## src/design/vps_pkg.sv

```systemverilog
// vps_pkg: shared constants, command and viewport types, saturation helpers
// for the vertex projection block. No dependencies.
package vps_pkg;

  localparam int unsigned FRAC_BITS_DEF   = 16;
  localparam int unsigned COEF_WIDTH_DEF  = 32;
  localparam int unsigned QUEUE_DEPTH_DEF = 2;

  localparam int unsigned WORD_W = 32;   // item fields
  localparam int unsigned OP_W   = 64;   // multiplier operands, combined matrix
  localparam int unsigned PROD_W = 128;  // products and accumulators
  localparam int unsigned R_W    = 98;   // transformed coordinates
  localparam int unsigned QUO_W  = 64;   // quotient
  localparam int unsigned CFG_W  = 16;
  localparam int unsigned VP_W   = 15;

  localparam logic [VP_W-1:0] VP_WIDTH_RST  = VP_W'(640);
  localparam logic [VP_W-1:0] VP_HEIGHT_RST = VP_W'(480);

  typedef enum logic [1:0] {
    REG_ORIGIN_X,
    REG_ORIGIN_Y,
    REG_WIDTH,
    REG_HEIGHT
  } cfg_reg_e;

  typedef enum logic {
    CMD_LOAD,
    CMD_POINT
  } cmd_kind_e;

  // a carries the coefficient for loads, x for points
  typedef struct packed {
    cmd_kind_e                kind;
    logic                     mat_sel;
    logic [3:0]               idx;
    logic signed [WORD_W-1:0] a;
    logic signed [WORD_W-1:0] b;
    logic signed [WORD_W-1:0] c;
  } cmd_t;

  typedef struct packed {
    logic signed [CFG_W-1:0] origin_x;
    logic signed [CFG_W-1:0] origin_y;
    logic [VP_W-1:0]         width;
    logic [VP_W-1:0]         height;
  } viewport_t;

  function automatic logic signed [OP_W-1:0] sat64(input logic signed [PROD_W-1:0] v);
    if (v[PROD_W-1:OP_W-1] == '0 || v[PROD_W-1:OP_W-1] == '1) begin
      return v[OP_W-1:0];
    end
    return v[PROD_W-1] ? {1'b1, {(OP_W-1){1'b0}}} : {1'b0, {(OP_W-1){1'b1}}};
  endfunction

  function automatic logic signed [WORD_W-1:0] sat32(input logic signed [PROD_W-1:0] v);
    if (v[PROD_W-1:WORD_W-1] == '0 || v[PROD_W-1:WORD_W-1] == '1) begin
      return v[WORD_W-1:0];
    end
    return v[PROD_W-1] ? {1'b1, {(WORD_W-1){1'b0}}} : {1'b0, {(WORD_W-1){1'b1}}};
  endfunction

endpackage

```

## src/design/vps_fifo.sv

```systemverilog
// vps_fifo: short command queue between front and back (DEPTH >= 2).
// Uses vps_pkg.
module vps_fifo import vps_pkg::*; #(
  parameter int unsigned DEPTH = QUEUE_DEPTH_DEF
) (
  input  logic clk_i,
  input  logic rst_ni,
  input  logic push_valid_i,
  output logic push_ready_o,
  input  cmd_t push_cmd_i,
  output logic pop_valid_o,
  input  logic pop_ready_i,
  output cmd_t pop_cmd_o
);

  localparam int unsigned PTR_W = $clog2(DEPTH);
  localparam int unsigned CNT_W = $clog2(DEPTH + 1);

  cmd_t             mem_q [DEPTH];
  logic [PTR_W-1:0] wr_q, rd_q;
  logic [CNT_W-1:0] cnt_q;
  logic             push, pop;

  assign push_ready_o = cnt_q != CNT_W'(DEPTH);
  assign pop_valid_o  = cnt_q != '0;
  assign pop_cmd_o    = mem_q[rd_q];
  assign push         = push_valid_i && push_ready_o;
  assign pop          = pop_valid_o && pop_ready_i;

  always_ff @(posedge clk_i or negedge rst_ni) begin
    if (!rst_ni) begin
      wr_q  <= '0;
      rd_q  <= '0;
      cnt_q <= '0;
    end else begin
      if (push) begin
        wr_q <= (wr_q == PTR_W'(DEPTH - 1)) ? '0 : wr_q + 1'b1;
      end
      if (pop) begin
        rd_q <= (rd_q == PTR_W'(DEPTH - 1)) ? '0 : rd_q + 1'b1;
      end
      if (push && !pop) begin
        cnt_q <= cnt_q + 1'b1;
      end else if (pop && !push) begin
        cnt_q <= cnt_q - 1'b1;
      end
    end
  end

  always_ff @(posedge clk_i) begin
    if (push) begin
      mem_q[wr_q] <= push_cmd_i;
    end
  end

endmodule

```

## config.mk

```make
export PLATFORM = sky130hd
export DESIGN_NAME = vps_fifo
export DESIGN_NICKNAME = d
export VERILOG_FILES = /design/src/design/vps_pkg.sv /design/src/design/vps_fifo.sv
export SDC_FILE = /design/constraint.sdc
export NUM_CORES = 1
export LEC_CHECK = 0
export BUFFER_PORTS_ARGS = -buffer_cell sky130_fd_sc_hd__buf_2
export CELL_PAD_IN_SITES_DETAIL_PLACEMENT = 0
export CELL_PAD_IN_SITES_GLOBAL_PLACEMENT = 1
export CORE_MARGIN = 5
export CORE_UTILIZATION = 40
export CTS_CLUSTER_SIZE = 20
export DETAILED_ROUTE_END_ITERATION = 12
export PLACE_DENSITY_LB_ADDON = 0.1
export SYNTH_ARGS = -nofsm -noshare
export SYNTH_HDL_FRONTEND = slang
export SYNTH_SLANG_ARGS = --single-unit
```

## constraint.sdc

```tcl
create_clock -name clk_i -period 5.8 [get_ports clk_i]
set_input_delay 0.58 -clock clk_i [delete_from_list [all_inputs] [get_ports clk_i]]
set_output_delay 0.58 -clock clk_i [all_outputs]
set_load 0.01 [all_outputs]
```

==> results.json <==
{
  "syn_inst": 335,
  "max-cap-violations": 0,
  "start_util_pct": 40.6,
  "critPathCaptureType": "primary output",
  "drtIter0Drc": 138,
  "peakVddDrop_v": 0.000253,
  "netlist_area_um2": 7570,
  "wl_mm": 15.3,
  "antenna_found_initial": 3,
  "area_delta_synth_final_pct": 26.0,
  "finClkSkew_ns": 0.00735,
  "seqCellArea_um2": 6230,
  "cp_slowest_cell": "dfrtp_4",
  "ios": 210,
  "grtUsageTotal_pct": 13.5,
  "critPathMaxStageDelay_ns": 0.89,
  "cts_root_buf": "clkbuf_16",
  "place_congestion": 0.689,
  "fp.dieArea_um2": 21800,
  "grt_max_degree": 67,
  "via_per_inst": 4.72,
  "finalNetCount": 669,
  "post-route-period-util_pct": 57.1,
  "comb_power_share_pct": 27.5,
  "path_clk_slew_ns": 0.06,
  "crit_type": "flip-flop to primary output",
  "p_leak_uw": 0.00356,
  "powerDensity_nw_per_um2": 506,
  "critPathRequiredTime_ns": 5.22,
  "die_h_um": 148,
  "yosysSeqAreaShare_pct": 82.2,
  "grt_pass1_vias": 4205,
  "arrival_ns": 2.73,
  "final_max_slew_viol_count": 0,
  "yosysWarnings": 0,
  "drc": 0,
  "drive_above_1_share_pct": 59.9,
  "die_width_um": 148,
  "num_antenna_cells": 0,
  "ys_types": 15,
  "critical_path.max_fanout": 52,
  "internal_power_uw": 3440,
  "fmax_mhz": 302,
  "finalSetupViolations": 0,
  "cp_num_buf_inv": 2,
  "drt-pass1-iter-count": 4,
  "hold_viol": 0,
  "status": "finished, final reports clean",
  "tightest_slew_ns": 1.15,
  "synth_area_per_cell_um2": 22.6,
  "fillers": 1609,
  "dp_worst_setup_slack_ns": 2.94,
  "clkLatencyLatePin_ns": 0.49,
  "critPathTopFamily": "flip-flops",
  "cts.sinks": 208,
  "row_count": 50,
  "pwr-share-seq_pct": 45.7,
  "power_switching_uw": 1390,
  "io_buffers": 209,
  "wl_per_cell_um": 18.9,
  "grt_overflow": 0,
  "multi_input_area_um2": 1250,
  "cts_resized": 0,
  "clockBufferDepth": 3,
  "core_um2": 18600,
  "tritoncts": "built",
  "cts_buffers": 23,
  "cts_htree_levels": 1,
  "totalNegativeSetupSlack_ns": 0,
  "fin_ws_ns": 2.49,
  "pwr-share-clk_pct": 26.8,
  "hp-class": "input port to flip-flop",
  "crit_chain": "buf_4 > mux2_2 > buf_2",
  "cts_setup_buffers": 0,
  "vias": 3820,
  "grt_pass1_wl_mm": 23.1,
  "dp_hpwl_mm": 9.98,
  "maxSlewHeadroom_pct": 23.3,
  "rsz0062_at_grt": "false",
  "ys_ff_latch": 208,
  "setup.worst_path.start_class": "flip-flop",
  "synth_nets": 442,
  "antenna_left": 0,
  "min_period_ns": 3.31,
  "switching_share_pct": 28.7
}
==> cells by family (layout without fill, tap and decap cells) <==
group                      count (synthesis)  count (layout)  synth area share, %
and+or+nand+nor                            7               7                0.447
buffers and inverters                     12             253                 1.39
muxes                                    102             102                 15.2
DFF                                      208             208                 82.2
xor gates and xnor gates                   5               5                0.579
adders and majority gates                  1               1                0.165
==> state kept, by name, indices dropped and copies added, names as in the netlist <==
signal / count
mem_q: 204
rd_q: 1
wr_q: 1
cnt_q: 2
==> cell type report <==
class	instances	share of cell area, %
inverter	1	0.0394
sequential	208	65.3
timing repair buffer	213	11.4
clock buffer	28	6.23
tap	234	3.07
clock inverter	11	0.748
multi-input combinational	115	13.1
==> layer usage <==
metal	vias up	part of all wire, %	global-route usage, %
met4	6	1.8	3.26
met1	1874	38	15.9
met3	25	8.6	4.60
met5	-	0.18	0
li1	1789	-	-
met2	126	52	23.9
==> path summary, 6_finish.rpt <==
path / startpoint / to / slack [ns] / cells after the start
worst max-delay path: rd_q / pop_cmd_o[82] / 2.49 / 3
min in group asynchronous: rst_ni / cnt_q[1] / 0.47 / 2
worst max register to register: cnt_q[0] / mem_q[0][42] / 3.35 / 4
max in group asynchronous: rst_ni / rd_q / 5.20 / 2
worst min register to register: cnt_q[1] / cnt_q[1] / 0.49 / 1
worst min-delay path: push_cmd_i[82] / mem_q[0][82] / 0.28 / 1
==> stage by stage <==
stage	power [µW]	utilization (%)	cell area [µm²]	hold WS, ns	instances
detailed placement	3610	47.5	8860	0.395	770
global route	5090	51.1	9530	0.258	810
finish	4820	51.1	9530	0.280	810
CTS	4920	51.1	9530	0.257	810
global placement	3580	47.5	8860	0.390	770
floorplan	3110	-	7570	0.284	335
==> synthesized netlist by cell type <==
cell / instances / area share (%)
edfxtp_1: 204 / 81
mux2_2: 102 / 15
buf_6: 7 / 1.0
dfrtp_1: 4 / 1.3
buf_2: 3 / 0.20
xnor2_1: 3 / 0.35
nand2_1: 2 / 0.099
nor2_1: 2 / 0.099
xor2_1: 2 / 0.23
and3_1: 1 / 0.083
buf_4: 1 / 0.099
ha_1: 1 / 0.17
inv_1: 1 / 0.050
nand2b_1: 1 / 0.083
or2_2: 1 / 0.083
==> power groups by stage <==
stage | clock network [µW] | registers [µW] | logic (µW)
2_1_floorplan | 0 | 2180 | 926
3_3_place_gp | 0 | 2230 | 1360
3_5_place_dp | 0 | 2240 | 1360
4_1_cts | 1340 | 2210 | 1370
5_1_grt | 1410 | 2240 | 1440
6_report | 1290 | 2200 | 1330
==> cells in the final DEF, fill, tap and decap left out, drive strengths merged, types with 2 or more instances in the layout <==
cell	instances
xor2	2
clkbuf	28
nor2	2
edfxtp	204
clkinv	10
buf	212
nand2	2
xnor2	3
mux2	102
dfrtp	4
==> what timing repair did <==
action	4_1_cts	5_1_grt
hold buffers	1	0
endpoints found under the hold margin	4	0
endpoints found under the setup margin	0	0
Power figures use the tool's default switching activity.
