### config.mk
export PLATFORM = sky130hd
export DESIGN_NAME = vps_front_flat
export DESIGN_NICKNAME = d
export VERILOG_FILES = /design/src/design/vps_pkg.sv /design/src/design/vps_if.sv /design/src/design/vps_front.sv /design/src/flat_wrapper.sv
export SDC_FILE = /design/constraint.sdc
export NUM_CORES = 1
export LEC_CHECK = 0
export ABC_AREA = 1
export BUFFER_PORTS_ARGS = -buffer_cell sky130_fd_sc_hd__buf_2
export CAP_MARGIN = 20
export CORE_ASPECT_RATIO = 1.2
export CORE_MARGIN = 2
export CORE_UTILIZATION = 47
export DETAILED_ROUTE_END_ITERATION = 7
export GPL_ROUTABILITY_DRIVEN = 0
export PLACE_DENSITY = 0.92
export SLEW_MARGIN = 20
export SYNTH_ARGS = -nofsm -noshare
export SYNTH_HDL_FRONTEND = slang
export SYNTH_SLANG_ARGS = --single-unit
### constraint.sdc
create_clock -name clk_i -period 12.4 [get_ports clk_i]
set_input_delay 1.24 -clock clk_i [delete_from_list [all_inputs] [get_ports clk_i]]
set_output_delay 1.24 -clock clk_i [all_outputs]
set_load 0.02 [all_outputs]
### src/design/vps_pkg.sv
// vps_pkg: shared constants, command and viewport types, saturation helpers
// for the vertex projection block. No dependencies.
package vps_pkg;

  localparam int unsigned FRAC_BITS_DEF   = 16;
  localparam int unsigned COEF_WIDTH_DEF  = 32;
  localparam int unsigned QUEUE_DEPTH_DEF = 2;

  localparam int unsigned WORD_W = 32;   // item fields
  localparam int unsigned OP_W   = 64;   // multiplier operands, combined matrix
  localparam int unsigned PROD_W = 128;  // products and accumulators
  localparam int unsigned R_W    = 98;   // transformed coordinates
  localparam int unsigned QUO_W  = 64;   // quotient
  localparam int unsigned CFG_W  = 16;
  localparam int unsigned VP_W   = 15;

  localparam logic [VP_W-1:0] VP_WIDTH_RST  = VP_W'(640);
  localparam logic [VP_W-1:0] VP_HEIGHT_RST = VP_W'(480);

  typedef enum logic [1:0] {
    REG_ORIGIN_X,
    REG_ORIGIN_Y,
    REG_WIDTH,
    REG_HEIGHT
  } cfg_reg_e;

  typedef enum logic {
    CMD_LOAD,
    CMD_POINT
  } cmd_kind_e;

  // a carries the coefficient for loads, x for points
  typedef struct packed {
    cmd_kind_e                kind;
    logic                     mat_sel;
    logic [3:0]               idx;
    logic signed [WORD_W-1:0] a;
    logic signed [WORD_W-1:0] b;
    logic signed [WORD_W-1:0] c;
  } cmd_t;

  typedef struct packed {
    logic signed [CFG_W-1:0] origin_x;
    logic signed [CFG_W-1:0] origin_y;
    logic [VP_W-1:0]         width;
    logic [VP_W-1:0]         height;
  } viewport_t;

  function automatic logic signed [OP_W-1:0] sat64(input logic signed [PROD_W-1:0] v);
    if (v[PROD_W-1:OP_W-1] == '0 || v[PROD_W-1:OP_W-1] == '1) begin
      return v[OP_W-1:0];
    end
    return v[PROD_W-1] ? {1'b1, {(OP_W-1){1'b0}}} : {1'b0, {(OP_W-1){1'b1}}};
  endfunction

  function automatic logic signed [WORD_W-1:0] sat32(input logic signed [PROD_W-1:0] v);
    if (v[PROD_W-1:WORD_W-1] == '0 || v[PROD_W-1:WORD_W-1] == '1) begin
      return v[WORD_W-1:0];
    end
    return v[PROD_W-1] ? {1'b1, {(WORD_W-1){1'b0}}} : {1'b0, {(WORD_W-1){1'b1}}};
  endfunction

endpackage

### src/design/vps_if.sv
// vps_in_if / vps_out_if: valid-ready channels of the vertex projection block.
// No dependencies.
interface vps_in_if;
  logic               valid;
  logic               ready;
  logic               mode;
  logic               matrix_select;
  logic [3:0]         coef_index;
  logic signed [31:0] coef_value;
  logic signed [31:0] point_x;
  logic signed [31:0] point_y;
  logic signed [31:0] point_z;

  modport source (output valid, mode, matrix_select, coef_index, coef_value,
                  point_x, point_y, point_z, input ready);
  modport sink (input valid, mode, matrix_select, coef_index, coef_value,
                point_x, point_y, point_z, output ready);
endinterface


### src/design/vps_front.sv
// vps_front: input stage; takes item transfers, sorts them into load or point
// commands and registers them toward the queue. Uses vps_pkg, vps_in_if.
module vps_front import vps_pkg::*; (
  input  logic clk_i,
  input  logic rst_ni,
  vps_in_if.sink in_ch,
  output logic push_valid_o,
  input  logic push_ready_i,
  output cmd_t push_cmd_o
);

  logic valid_q;
  cmd_t cmd_q, cmd_d;

  assign in_ch.ready  = !valid_q || push_ready_i;
  assign push_valid_o = valid_q;
  assign push_cmd_o   = cmd_q;

  always_comb begin
    cmd_d = '0;
    if (in_ch.mode) begin
      cmd_d.kind = CMD_POINT;
      cmd_d.a    = in_ch.point_x;
      cmd_d.b    = in_ch.point_y;
      cmd_d.c    = in_ch.point_z;
    end else begin
      cmd_d.kind    = CMD_LOAD;
      cmd_d.mat_sel = in_ch.matrix_select;
      cmd_d.idx     = in_ch.coef_index;
      cmd_d.a       = in_ch.coef_value;
    end
  end

  always_ff @(posedge clk_i or negedge rst_ni) begin
    if (!rst_ni) begin
      valid_q <= 1'b0;
    end else if (in_ch.ready) begin
      valid_q <= in_ch.valid;
    end
  end

  always_ff @(posedge clk_i) begin
    if (in_ch.valid && in_ch.ready) begin
      cmd_q <= cmd_d;
    end
  end

endmodule

### src/flat_wrapper.sv
// flat-port wrapper written by rule: the top's interface ports become plain ports
module vps_front_flat import vps_pkg::*;
  (clk_i, rst_ni, push_valid_o, push_ready_i, push_cmd_o, in_ch_valid, in_ch_mode, in_ch_matrix_select, in_ch_coef_index, in_ch_coef_value, in_ch_point_x, in_ch_point_y, in_ch_point_z, in_ch_ready);
  vps_in_if in_ch_i ();
  input  logic clk_i;
  input  logic rst_ni;
  output logic push_valid_o;
  input  logic push_ready_i;
  output cmd_t push_cmd_o;
  input wire logic [$bits(in_ch_i.valid)-1:0] in_ch_valid;
  input wire logic [$bits(in_ch_i.mode)-1:0] in_ch_mode;
  input wire logic [$bits(in_ch_i.matrix_select)-1:0] in_ch_matrix_select;
  input wire logic [$bits(in_ch_i.coef_index)-1:0] in_ch_coef_index;
  input wire logic [$bits(in_ch_i.coef_value)-1:0] in_ch_coef_value;
  input wire logic [$bits(in_ch_i.point_x)-1:0] in_ch_point_x;
  input wire logic [$bits(in_ch_i.point_y)-1:0] in_ch_point_y;
  input wire logic [$bits(in_ch_i.point_z)-1:0] in_ch_point_z;
  output wire logic [$bits(in_ch_i.ready)-1:0] in_ch_ready;
  assign in_ch_i.valid = in_ch_valid;
  assign in_ch_i.mode = in_ch_mode;
  assign in_ch_i.matrix_select = in_ch_matrix_select;
  assign in_ch_i.coef_index = in_ch_coef_index;
  assign in_ch_i.coef_value = in_ch_coef_value;
  assign in_ch_i.point_x = in_ch_point_x;
  assign in_ch_i.point_y = in_ch_point_y;
  assign in_ch_i.point_z = in_ch_point_z;
  assign in_ch_ready = in_ch_i.ready;
  vps_front u_core (.clk_i(clk_i), .rst_ni(rst_ni), .in_ch(in_ch_i), .push_valid_o(push_valid_o), .push_ready_i(push_ready_i), .push_cmd_o(push_cmd_o));
endmodule
==> key figures <==
Cells and area
  – Final nets: between 700 and 800
  – Multi-input logic area: 567 µm²
  – Design Area, Final: around 0.0056 mm²
  – Diode count: 0
  – Register area: roughly 0.003 mm²
  – Fillcell total: 689
  – Syn-to-layout area delta: 34.5%
  – Share of cells above drive strength 1: a little over two fifths

Setup path
  – FF-to-FF path depth: 2
  – Crit-path max FO: 2
  – Crit path arrival time: 1.68 ns
  – FF-to-FF End: u_core.push_cmd_o[35]
  – Crit path launch type: input pin
  – Reg2reg start: u_core.push_valid_o
  – Setup crit start: push_ready_i
  – Critical Path End Type: primary output
  – Kind of critical path: input pin to primary output
  – Worst Setup EP: in_ch_ready
  – CP required: approximately 11 ns
  – R2R setup slack: approximately 11 ns

Logic synthesis
  – Top cells by count, synth: inv_1 (103), edfxtp_1 (102), nand2_1 (98)
  – Synthesis-stage register bit count: ~100
  – Ys Warns: 0
  – Main flop type after synthesis: edfxtp_1
  – Async set-or-reset flop fraction in the synthesized netlist: less than 1%
  – Number of cells produced by synthesis: approximately 360
  – Top-count cell post-synth: inv_1
  – Netlist cell types: 11
  – Synth top area cells: edfxtp_1 (74%), inv_1 (9.3%), nand2_1 (8.8%)
  – Syn Std Cell Area: 0.00416 mm²
  – Syn Nets: between 400 and 500
  – Number of synthesized flops with an enable pin: about 100
  – Synth top area share: 73.6%
  – Post-synthesis sequential area ratio: 74.2%
  – Avg Cell Area, Syn: 11.7 µm²
  – Area leader, netlist: edfxtp_1

Floorplanning
  – Die height: roughly 110 µm
  – Initial core utilization: 48.3%
  – Rows: 37
  – Die W: 89.9 µm
  – Top Ports: 242
  – Area of the core: approximately 0.0086 mm²
  – Die footprint: 0.00963 mm²

GRT
  – First-pass GRT wire length: approximately 14000 µm
  – Gr ovfl total: 0
  – Largest net degree at the start of global routing: 135
  – GRT Overall Usage: a little under a fifth
  – Initial antenna violation count: 0
  – Number of global-route vias before repair: 3140

CTS
  – Setup Fix Bufs, Post-CTS: 0
  – Post-CTS sizing: 0
  – CTS Sinks: approximately 100
  – Clock slew at reported path FFs: ~0.09 ns
  – Cts bufs inserted: 9
  – CTS Hold Buffers Added: 0
  – Clk Tree Root Cell: clkbuf_8
  – TritonCTS clock tree: built
  – H-tree Lvls: 3
  – Clk buf depth: 2
  – Worst skew pair latency: between 0.3 and 0.4 ns

Detailed routing
  – WL/cell: ~13 µm
  – Residual DRC: 0
  – Total wire length: around 9300 µm
  – Drt pass-1 iters: 6
  – Vias per cell: between 4 and 5
  – Detail Route Antenna Nets: 0
  – 1st-iter DRT viols: 156
  – Vias: 3162

Timing
  – Crit path time final: 2.92 ns
  – RSZ-0062 raised after global routing: false
  – Worst slew pin tran: roughly 0.92 ns
  – Setup TNS: 0 ns
  – Clock skew: 0.00836 ns
  – Fin. max-slew vios: 0
  – Tcrit/Tclk final: 23.6%
  – Final setup vio count: 0
  – Count of final hold-check violations: 0
  – Rel. slew slack: about two fifths
  – Highest Clock Rate: 342 MHz

Power and ir drop
  – Pleak: 3.05 nW
  – Pwr dens: ~130 mW/mm²
  – Peak supply drop: between 90 and 100 µV

Place
  – Detailed placer's ending HPWL: approximately 6900 µm
  – Port Buffers: ~240
  – Cell Area, Placed: around 0.0054 mm²

Run status
  – Status: finished clean

Min path
  – Hold crit path type: register to register

Job
  – MaxCap Viol Count: 0
placed cells by master (no fill, tap or decap), drive strengths merged:
cell and n:
buf 242, clkinv 3, bufinv 1, o21ai 32
dfrtp 1, clkinvlp 1, nor2 5, edfxtp 102
a21oi 1, inv 104, nand2 98, clkbuf 10
layout make-up:
cell class | instances | share of cell area [%]
multi-input cells | 136 | 10.1
well taps | 117 | 2.61
clock inverters | 6 | 1.07
inverters | 103 | 6.91
repair buffers | 242 | 21.9
clock buffers | 10 | 2.28
flip-flops and latches | 103 | 55.2
report_power, final:
part | internal [mW] | switching, mW
registers | 0.409 | 0.00532
clock network | 0.0929 | 0.109
logic | 0.0363 | 0.0644
total | 0.538 | 0.179
flip-flops by register name, summed over array words and instances, names as in the netlist:
name                 cells
u_core.push_cmd_o      102
u_core.push_valid_o      1
cells by family (layout without fill, tap and decap cells):
kind of cell | after synthesis | count (layout) | synth area share [%]
AND/OR/NAND/NOR | 103 | 103 | 9.29
buffers and inverters | 118 | 361 | 12.4
AO/OA/AOI/OAI | 33 | 33 | 4.06
flip-flops | 103 | 103 | 74.2
routing by layer:
layer | share of wire [%] | GRT usage (%) | vias to the layer above
li1 | - | - | 1571
met2 | 53 | 34.2 | 157
met1 | 37 | 21.0 | 1416
met5 | 0 | 0 | -
met3 | 7.5 | 4.36 | 18
met4 | 2.7 | 9.89 | 0
worst min-delay path by stage:
stage | startpoint | end | slack, ns | cells past startpoint
floorplan | u_core.push_valid_o | u_core.push_valid_o | 0.77 | 2
global placement | u_core.push_valid_o | u_core.push_valid_o | 0.55 | 2
detailed placement | u_core.push_valid_o | u_core.push_valid_o | 0.59 | 2
CTS | u_core.push_valid_o | u_core.push_valid_o | 0.61 | 2
global route | rst_ni | u_core.push_valid_o | 0.62 | 1
finish | u_core.push_valid_o | u_core.push_valid_o | 0.61 | 2
critical path: stages:
cell and delay, ns:
buf_2 0.10, inv_1 0.10, nand2_1 0.08, buf_2 0.17
per-stage QoR:
step	util (%)	setup slack, ns	power (mW)	instances	hold slack, ns
final	65.0	9.48	0.717	717	0.605
after global placement	62.8	9.50	0.519	701	0.553
after detailed placement	62.8	9.47	0.524	701	0.591
after CTS	64.9	9.47	0.723	717	0.613
after global routing	65.0	9.45	0.745	717	0.624
after floorplan	-	5.60	0.481	357	0.768
No activity file was read; power rests on OpenSTA's default activity.
